**config.mk**
```make
export PLATFORM = sky130hd
export DESIGN_NAME = piecewise_linear_color_ramp
export DESIGN_NICKNAME = d
export VERILOG_FILES = /design/src/rtl/plcr_pkg.sv /design/src/rtl/piecewise_linear_color_ramp.sv /design/src/rtl/plcr_ram.sv /design/src/rtl/plcr_div.sv
export SDC_FILE = /design/constraint.sdc
export NUM_CORES = 2
export LEC_CHECK = 0
export ABC_AREA = 1
export BUFFER_PORTS_ARGS = -buffer_cell sky130_fd_sc_hd__buf_4
export CORE_UTILIZATION = 55
export DETAILED_ROUTE_END_ITERATION = 10
export GPL_TIMING_DRIVEN = 0
export PLACE_DENSITY = 0.81
export REMOVE_ABC_BUFFERS = 1
export SLEW_MARGIN = 10
export SYNTH_ARGS = -nofsm -noshare
export SYNTH_HDL_FRONTEND = slang
export SYNTH_HIERARCHICAL = 1
export SYNTH_SLANG_ARGS = --single-unit
```
**constraint.sdc**
```tcl
create_clock -name clk -period 8 [get_ports clk]
set_input_delay 0 -clock clk [delete_from_list [all_inputs] [get_ports clk]]
set_output_delay 0 -clock clk [all_outputs]
set_load 0.02 [all_outputs]
```
**src/rtl/plcr_pkg.sv**
```systemverilog
// ----------------------------------------------------------------------------
// plcr_pkg
// Types and constants shared by the color ramp modules.
// ----------------------------------------------------------------------------
package plcr_pkg;
	localparam int MaxBp = 16;
	localparam int IdxW = $clog2(MaxBp);
	localparam int CntW = $clog2(MaxBp + 1);
	localparam int PosW = 17;
	localparam int ColW = 32;
	localparam logic [PosW-1:0] OnePos = 17'd65536;

	typedef enum logic [1:0] {
		FUNC_SET = 2'd0,
		FUNC_REMOVE = 2'd1,
		FUNC_SAMPLE = 2'd2,
		FUNC_NONE = 2'd3
	} func_t;

	typedef enum logic [2:0] {
		ST_OK = 3'd0,
		ST_SAME = 3'd1,
		ST_RANGE = 3'd2,
		ST_FULL = 3'd3,
		ST_MISSING = 3'd4,
		ST_EMPTY = 3'd5
	} status_t;

	typedef enum logic [3:0] {
		S_IDLE,
		S_SRCH_RD,
		S_SRCH_CHK,
		S_DECIDE,
		S_SHUP_RD,
		S_SHUP_WR,
		S_SHDN_RD,
		S_SHDN_WR,
		S_SMP_RD,
		S_SMP_LD,
		S_DIV,
		S_DONE
	} state_t;

	// Divider control between sequencer and divide unit
	typedef struct packed {
		logic start;
		logic [8:0] num_mag;
		logic [16:0] frac;
		logic [16:0] den;
	} div_req_t;

	typedef struct packed {
		logic busy;
		logic done;
		logic [7:0] quo;
	} div_rsp_t;
endpackage

```
**src/rtl/piecewise_linear_color_ramp.sv**
```systemverilog
// Set and remove search the table, then shift entries up to insert or down
// to remove; sample searches, reads the neighbouring entries and runs four
// divides, one per color channel.
// Throughput: one item at a time; the next input transfer can follow the
// cycle after the result transfer. Reset empties the table (count zero).
// ----------------------------------------------------------------------------
// piecewise_linear_color_ramp
// Breakpoint table with set, remove and interpolated sample.
// ----------------------------------------------------------------------------
module piecewise_linear_color_ramp (
	input  logic        clk,
	input  logic        arst_n,
	input  logic        in_valid,
	output logic        in_stall,
	input  logic [1:0]  func,
	input  logic [16:0] position,
	input  logic [7:0]  red,
	input  logic [7:0]  green,
	input  logic [7:0]  blue,
	input  logic [7:0]  alpha,
	output logic        out_valid,
	input  logic        out_stall,
	output logic [7:0]  out_red,
	output logic [7:0]  out_green,
	output logic [7:0]  out_blue,
	output logic [7:0]  out_alpha,
	output logic [2:0]  status
);
	localparam int IW = plcr_pkg::IdxW;
	localparam int CW = plcr_pkg::CntW;

	plcr_pkg::state_t state_q, state_d;
	plcr_pkg::func_t func_q;
	logic [16:0] pos_q;
	logic [31:0] col_q;
	logic [CW-1:0] cnt_q, idx_q, j_q;
	logic [31:0] res_q;
	logic [2:0] st_q;
	logic [16:0] kp_q, kn_q;
	logic [31:0] cp_q, cn_q;
	logic [1:0] ch_q;
	logic ovalid_q;
	logic first_q;

	// RAM ports
	logic we;
	logic [IW-1:0] waddr, raddr;
	logic [16:0] kw, kr;
	logic [31:0] cw, cr;

	plcr_ram #(.Width(17), .Depth(plcr_pkg::MaxBp)) u_key (
		.clk(clk), .we(we), .waddr(waddr), .wdata(kw), .raddr(raddr), .rdata(kr));
	plcr_ram #(.Width(32), .Depth(plcr_pkg::MaxBp)) u_col (
		.clk(clk), .we(we), .waddr(waddr), .wdata(cw), .raddr(raddr), .rdata(cr));

	plcr_pkg::div_req_t dreq;
	plcr_pkg::div_rsp_t drsp;
	plcr_div u_div (.clk(clk), .arst_n(arst_n), .req(dreq), .rsp(drsp));

	logic in_acc, out_acc;
	logic found;
	logic [7:0] ca, cb, chv;
	logic [8:0] dmag;
	logic neg;
	logic [4:0] sh;

	assign in_acc = in_valid && !in_stall;
	assign out_acc = out_valid && !out_stall;
	assign in_stall = (state_q != plcr_pkg::S_IDLE) || ovalid_q;
	assign found = (idx_q < cnt_q) && (kr == pos_q);

	// Channel select for the current blend step (red first)
	assign sh = 5'(24 - 8 * ch_q);
	assign ca = 8'(cp_q >> sh);
	assign cb = 8'(cn_q >> sh);
	assign neg = cb < ca;
	assign dmag = neg ? 9'(ca - cb) : 9'(cb - ca);
	assign chv = neg ? 8'(ca - drsp.quo) : 8'(ca + drsp.quo);

	// Next state
	always_comb begin
		state_d = state_q;
		case (state_q)
			plcr_pkg::S_IDLE: if (in_acc) state_d = plcr_pkg::S_DECIDE;
			plcr_pkg::S_SRCH_RD: state_d = plcr_pkg::S_SRCH_CHK;
			plcr_pkg::S_SRCH_CHK: begin
				if (idx_q < cnt_q && kr < pos_q) state_d = plcr_pkg::S_SRCH_RD;
				else if (func_q == plcr_pkg::FUNC_SAMPLE) state_d = plcr_pkg::S_SMP_RD;
				else if (func_q == plcr_pkg::FUNC_REMOVE)
					state_d = found ? plcr_pkg::S_SHDN_RD : plcr_pkg::S_DONE;
				else if (found) state_d = plcr_pkg::S_DONE;
				else if (cnt_q >= CW'(plcr_pkg::MaxBp)) state_d = plcr_pkg::S_DONE;
				else state_d = plcr_pkg::S_SHUP_RD;
			end
			plcr_pkg::S_DECIDE: begin
				if (func_q == plcr_pkg::FUNC_NONE) state_d = plcr_pkg::S_DONE;
				else if (func_q == plcr_pkg::FUNC_SET && pos_q > plcr_pkg::OnePos)
					state_d = plcr_pkg::S_DONE;
				else if (func_q == plcr_pkg::FUNC_SAMPLE && cnt_q == '0)
					state_d = plcr_pkg::S_DONE;
				else state_d = plcr_pkg::S_SRCH_RD;
			end
			plcr_pkg::S_SHUP_RD: state_d = plcr_pkg::S_SHUP_WR;
			plcr_pkg::S_SHUP_WR: if (j_q <= idx_q) state_d = plcr_pkg::S_DONE;
				else state_d = plcr_pkg::S_SHUP_RD;
			plcr_pkg::S_SHDN_RD: state_d = (j_q + CW'(1) >= cnt_q) ? plcr_pkg::S_DONE
				: plcr_pkg::S_SHDN_WR;
			plcr_pkg::S_SHDN_WR: state_d = plcr_pkg::S_SHDN_RD;
			plcr_pkg::S_SMP_RD: state_d = plcr_pkg::S_SMP_LD;
			plcr_pkg::S_SMP_LD: state_d = plcr_pkg::S_DIV;
			plcr_pkg::S_DIV: if (drsp.done && ch_q == 2'd3) state_d = plcr_pkg::S_DONE;
			plcr_pkg::S_DONE: state_d = plcr_pkg::S_IDLE;
			default: state_d = plcr_pkg::S_IDLE;
		endcase
	end

	// Outputs: memory access and divider start
	always_comb begin
		we = 1'b0;
		raddr = idx_q[IW-1:0];
		waddr = idx_q[IW-1:0];
		kw = pos_q;
		cw = col_q;
		dreq.start = (state_q == plcr_pkg::S_DIV) && first_q;
		dreq.num_mag = dmag;
		dreq.frac = pos_q - kp_q;
		dreq.den = kn_q - kp_q;
		case (state_q)
			plcr_pkg::S_SRCH_CHK: begin
				// recolor an existing entry in place
				if (func_q == plcr_pkg::FUNC_SET && !(idx_q < cnt_q && kr < pos_q)
					&& found && cr != col_q) we = 1'b1;
			end
			plcr_pkg::S_SHUP_RD: raddr = IW'(j_q - CW'(1));
			plcr_pkg::S_SHUP_WR: begin
				we = 1'b1;
				waddr = j_q[IW-1:0];
				if (j_q > idx_q) begin
					kw = kr;
					cw = cr;
				end
			end
			plcr_pkg::S_SHDN_RD: raddr = IW'(j_q + CW'(1));
			plcr_pkg::S_SHDN_WR: begin
				we = 1'b1;
				waddr = j_q[IW-1:0];
				kw = kr;
				cw = cr;
			end
			plcr_pkg::S_SMP_RD: begin
				if (idx_q >= cnt_q) raddr = IW'(cnt_q - CW'(1));
				else if (idx_q == '0) raddr = '0;
				else raddr = IW'(idx_q - CW'(1));
			end
			default: ;
		endcase
	end

	// Sequencer registers
	always_ff @(posedge clk or negedge arst_n) begin
		if (!arst_n) begin
			state_q <= plcr_pkg::S_IDLE;
			cnt_q <= '0;
			ovalid_q <= 1'b0;
		end else begin
			state_q <= state_d;
			if (state_q == plcr_pkg::S_DONE) ovalid_q <= 1'b1;
			else if (out_acc) ovalid_q <= 1'b0;
			if (state_q == plcr_pkg::S_SHUP_WR && j_q <= idx_q) cnt_q <= cnt_q + CW'(1);
			if (state_q == plcr_pkg::S_SHDN_RD && j_q + CW'(1) >= cnt_q)
				cnt_q <= cnt_q - CW'(1);
		end
	end

	// Payload and working registers
	always_ff @(posedge clk) begin
		case (state_q)
			plcr_pkg::S_IDLE: if (in_acc) begin
				func_q <= plcr_pkg::func_t'(func);
				pos_q <= position;
				col_q <= {red, green, blue, alpha};
				idx_q <= '0;
				res_q <= '0;
				st_q <= plcr_pkg::ST_SAME;
				ch_q <= '0;
			end
			plcr_pkg::S_DECIDE: begin
				if (func_q == plcr_pkg::FUNC_SET && pos_q > plcr_pkg::OnePos)
					st_q <= plcr_pkg::ST_RANGE;
				if (func_q == plcr_pkg::FUNC_SAMPLE && cnt_q == '0)
					st_q <= plcr_pkg::ST_EMPTY;
			end
			plcr_pkg::S_SRCH_CHK: begin
				if (idx_q < cnt_q && kr < pos_q) idx_q <= idx_q + CW'(1);
				else if (func_q == plcr_pkg::FUNC_REMOVE) begin
					st_q <= found ? plcr_pkg::ST_OK : plcr_pkg::ST_MISSING;
					j_q <= idx_q;
				end else if (func_q == plcr_pkg::FUNC_SET) begin
					j_q <= cnt_q;
					if (found) st_q <= (cr == col_q) ? plcr_pkg::ST_SAME : plcr_pkg::ST_OK;
					else if (cnt_q >= CW'(plcr_pkg::MaxBp)) st_q <= plcr_pkg::ST_FULL;
					else st_q <= plcr_pkg::ST_OK;
				end
				kn_q <= kr;
				cn_q <= cr;
			end
			plcr_pkg::S_SHUP_WR: j_q <= j_q - CW'(1);
			plcr_pkg::S_SHDN_WR: j_q <= j_q + CW'(1);
			plcr_pkg::S_SMP_LD: begin
				st_q <= plcr_pkg::ST_OK;
				kp_q <= kr;
				cp_q <= cr;
				if (idx_q >= cnt_q || idx_q == '0) begin
					res_q <= cr;
					cn_q <= cr;
					kn_q <= kr + 17'd1;
				end
			end
			plcr_pkg::S_DIV: if (drsp.done) begin
				res_q[5'(24 - 8 * ch_q) +: 8] <= chv;
				ch_q <= ch_q + 2'd1;
			end
			default: ;
		endcase
		// pos==kp clamp case gives frac 0, so the blend reproduces cp exactly
		if (state_q == plcr_pkg::S_SMP_LD && (idx_q >= cnt_q || idx_q == '0))
			pos_q <= kr;
	end

	// Kick a divide the cycle after the operands load and after each channel but the last ends
	always_ff @(posedge clk or negedge arst_n) begin
		if (!arst_n) first_q <= 1'b0;
		else first_q <= (state_q == plcr_pkg::S_SMP_LD)
			|| (state_q == plcr_pkg::S_DIV && drsp.done && ch_q != 2'd3);
	end

	assign out_valid = ovalid_q;
	assign out_red = res_q[31:24];
	assign out_green = res_q[23:16];
	assign out_blue = res_q[15:8];
	assign out_alpha = res_q[7:0];
	assign status = st_q;
endmodule

```
**src/rtl/plcr_ram.sv**
```systemverilog
// ----------------------------------------------------------------------------
// plcr_ram
// Generic single-port-write, single-read RAM with a registered read.
// ----------------------------------------------------------------------------
module plcr_ram #(
	parameter int Width = 8,
	parameter int Depth = 16
) (
	input  logic                     clk,
	input  logic                     we,
	input  logic [$clog2(Depth)-1:0] waddr,
	input  logic [Width-1:0]         wdata,
	input  logic [$clog2(Depth)-1:0] raddr,
	output logic [Width-1:0]         rdata
);
	logic [Width-1:0] mem_q [Depth];

	// Write and registered read
	always_ff @(posedge clk) begin
		if (we) begin
			mem_q[waddr] <= wdata;
		end
		rdata <= mem_q[raddr];
	end
endmodule

```
**src/rtl/plcr_div.sv**
```systemverilog
// ----------------------------------------------------------------------------
// plcr_div
// Restoring divider: (mag * frac) / den, one quotient bit per cycle.
// ----------------------------------------------------------------------------
module plcr_div (
	input  logic                 clk,
	input  logic                 arst_n,
	input  plcr_pkg::div_req_t   req,
	output plcr_pkg::div_rsp_t   rsp
);
	localparam int NumW = 26;
	logic [NumW-1:0] num_q;
	logic [16:0] den_q;
	logic [17:0] rem_q;
	logic [NumW-1:0] quo_q;
	logic [4:0] cnt_q;
	logic busy_q, done_q;
	logic [17:0] rem_sh;
	logic [18:0] diff;

	assign rem_sh = {rem_q[16:0], num_q[NumW-1]};
	assign diff = {1'b0, rem_sh} - {2'b00, den_q};

	// Hold control state
	always_ff @(posedge clk or negedge arst_n) begin
		if (!arst_n) begin
			busy_q <= 1'b0;
			done_q <= 1'b0;
			cnt_q <= '0;
		end else begin
			done_q <= !req.start && busy_q && (cnt_q == '0);
			if (req.start) begin
				busy_q <= 1'b1;
				cnt_q <= 5'(NumW - 1);
			end else if (busy_q) begin
				if (cnt_q == '0) begin
					busy_q <= 1'b0;
				end
				cnt_q <= cnt_q - 5'd1;
			end
		end
	end

	// Advance one quotient bit
	always_ff @(posedge clk) begin
		if (req.start) begin
			num_q <= NumW'(req.num_mag * req.frac);
			den_q <= req.den;
			rem_q <= '0;
			quo_q <= '0;
		end else if (busy_q) begin
			num_q <= {num_q[NumW-2:0], 1'b0};
			if (!diff[18]) begin
				rem_q <= diff[17:0];
				quo_q <= {quo_q[NumW-2:0], 1'b1};
			end else begin
				rem_q <= rem_sh;
				quo_q <= {quo_q[NumW-2:0], 1'b0};
			end
		end
	end

	assign rsp.busy = busy_q;
	assign rsp.done = done_q;
	assign rsp.quo = quo_q[7:0];
endmodule

```
==> results.yml <==
placement:
  place_ws_ps: -1480
  dp_hpwl_mm: 101
  dp.cells: 7524
  gp_routability_congestion: 0.941
  io_buffers: 91
sta:
  drv_slew: 0
  finClkSkew_ps: 114
  finalSetupViolCount: 0
  fmax_ghz: 0.133
  setup_ws_ps: 457
  timing.final.crit_share: 0.943
  tns_ps: 0
  worstMarginPinSlew_ps: 1240
  period_needed_ps: 7540
  hold_viol_final: 0
  relSlewSlack: 0.170
clock_tree:
  clk_pin_slew_ps: 60
  insertion_delay_ps: 780
  clockBufferDepth: 3
  clockRootBuffer: "clkbuf_16"
  cts.sinks: 1115
  cts_tree: "yes"
  cts_buffers: 111
  htreeDepth: 3
grt:
  grt_max_degree: 196
  overflow: 0
  grt_pass1_vias: 44200
  antenna_found_initial: 3
  grtUsageTotal: 0.293
  grt_pass1_wl_mm: 242
run_status:
  outcome: "complete, no violations"
cells_and_area:
  fin_cells: 7841
  layout-drive-gt1-share: 0.0848
  fin_util: 0.635
  num-nets-final: 6700
  antenna_cells: 0
  fillers: 7458
  area_growth_pct: 13.9
route:
  drc: 0
  antenna_left: 0
  routed_via_density: 5.73
  dr.pass1.iters: 9
  routedWlPerCell_um: 20.3
  routed_wl_mm: 159
  first_iter_violations: 5738
  vias: 44900
synth:
  ys.warnings.count: 6
  synth_cells: 6161
  synth_area_sq_mm: 0.0580
  avgSynthCellArea_sq_um: 9.41
die:
  initial_core_util: 0.558
  dieHeight_um: 327
  ios: 92
  std_cell_rows: 118
  die-area_sq_mm: 0.107
  die_w_um: 327
  core_sq_mm: 0.104
setup_path:
  endpoint_kind: "flip-flop"
  cpPeakStageDelay_ps: 550
  critPathRequiredTime_ps: 8420
  r2r_slack_ps: 460
  cp-start-kind: "flip-flop"
  slowest_stage: "fa_1"
  critPathMaxFanout: 42
  arrival_ps: 7960
  worstSetupPathType: "flip-flop to flip-flop"
  cpMostUsedCell: "nand2_1"
worst_hold_path:
  min_path_type: "input port to flip-flop"
run:
  maxCapViolations: 0
## final timing paths
kind / startpoint / endpoint / cells after the start
max: ch_q[0]$_SDFFCE_PN0P_ / u_div/num_q[23]$_DFFE_PP_ / 36
min: blue[6] / col_q[14]$_DFFE_PP_ / 2
max reg2reg: ch_q[0]$_SDFFCE_PN0P_ / u_div/num_q[23]$_DFFE_PP_ / 36
min reg2reg: u_div/rem_q[7]$_SDFFE_PP0P_ / u_div/rem_q[7]$_SDFFE_PP0P_ / 2
max in group asynchronous: arst_n / out_valid$_DFFE_PN0P_ / 3
min in group asynchronous: arst_n / u_div/cnt_q[3]$_DFFE_PN0P_ / 3
## per-layer routing
layer | wire length [um] | track usage
met5 | 0 | 0
met4 | 10300 | 0.173
met3 | 18300 | 0.0583
met2 | 75800 | 0.487
met1 | 54400 | 0.353
## placed cells by master, fill, tap and decap left out, types with 14 or more instances in the layout
| master | n |
|---|---|
| nand2_1 | 1826 |
| inv_1 | 1165 |
| edfxtp_1 | 1023 |
| nand3_1 | 712 |
| buf_4 | 185 |
| ha_1 | 166 |
| o21ai_0 | 132 |
| a21oi_1 | 126 |
| nor2_1 | 119 |
| fa_1 | 112 |
| clkbuf_16 | 112 |
| dlygate4sd3_1 | 80 |
| dfxtp_1 | 74 |
| xor2_1 | 70 |
| o21ai_1 | 54 |
| xnor2_1 | 39 |
| nand4_1 | 33 |
| nor2_4 | 30 |
| clkbuf_1 | 27 |
| buf_12 | 26 |
| nor3_1 | 22 |
| nor2_2 | 20 |
| clkinv_2 | 18 |
| dfrtp_1 | 18 |
| buf_16 | 18 |
| clkinv_1 | 16 |
| buf_6 | 15 |
| a32oi_1 | 14 |
| o22ai_1 | 14 |
## stage by stage
stage               area, sq um  hold slack (ps)
floorplan                 56600             -296
global placement          59000             -122
detailed placement        61100             -117
CTS                       65800           0.0936
global route              66000             32.6
finish                    66000             25.4
## timing repair
| item | in CTS | in global routing |
|---|---|---|
| endpoints found under the hold margin | 101 | 0 |
| gates resized for setup | 12 | 5 |
| cloned | 1 | 1 |
| endpoints found under the setup margin | 19 | 17 |
| buffers inserted | 5 | 22 |
| hold buffers | 80 | 0 |
| pin swaps | 1 | 1 |
## final cells by class
| type | instances | area (sq um) | share of cell area |
|---|---|---|---|
| tap | 1380 | 1730 | 0.0262 |
| sequential | 1115 | 32700 | 0.495 |
| clock buffer | 150 | 3060 | 0.0463 |
| timing repair buffer | 334 | 3520 | 0.0534 |
| timing repair inverter | 2 | 15.0 | 0.000227 |
| multi-input combinational | 3613 | 19800 | 0.301 |
| inverter | 1190 | 4510 | 0.0683 |
| clock inverter | 57 | 689 | 0.0104 |
## critical path: cells and delay by family, from the launching register on
kind / cells / cell delay [ps]
AO/OA/AOI/OAI: 2 / 430
adder cells (fa/ha/maj): 6 / 2830
buffers and inverters: 9 / 1160
flip-flops: 1 / 370
AND/OR/NAND/NOR: 19 / 2460
## state kept, by name, indices dropped and copies added (netlist names), 26 cells and up
signal,flops
cn_q,32
u_key/mem_q,272
u_col/mem_q,512
col_q,32
cp_q,32
res_q,32
u_col/rdata,32
u_div/num_q,26
Power is left out: the tool's default activity adds up to more than one toggle a clock period on the data nets, which glitch-free logic cannot reach.
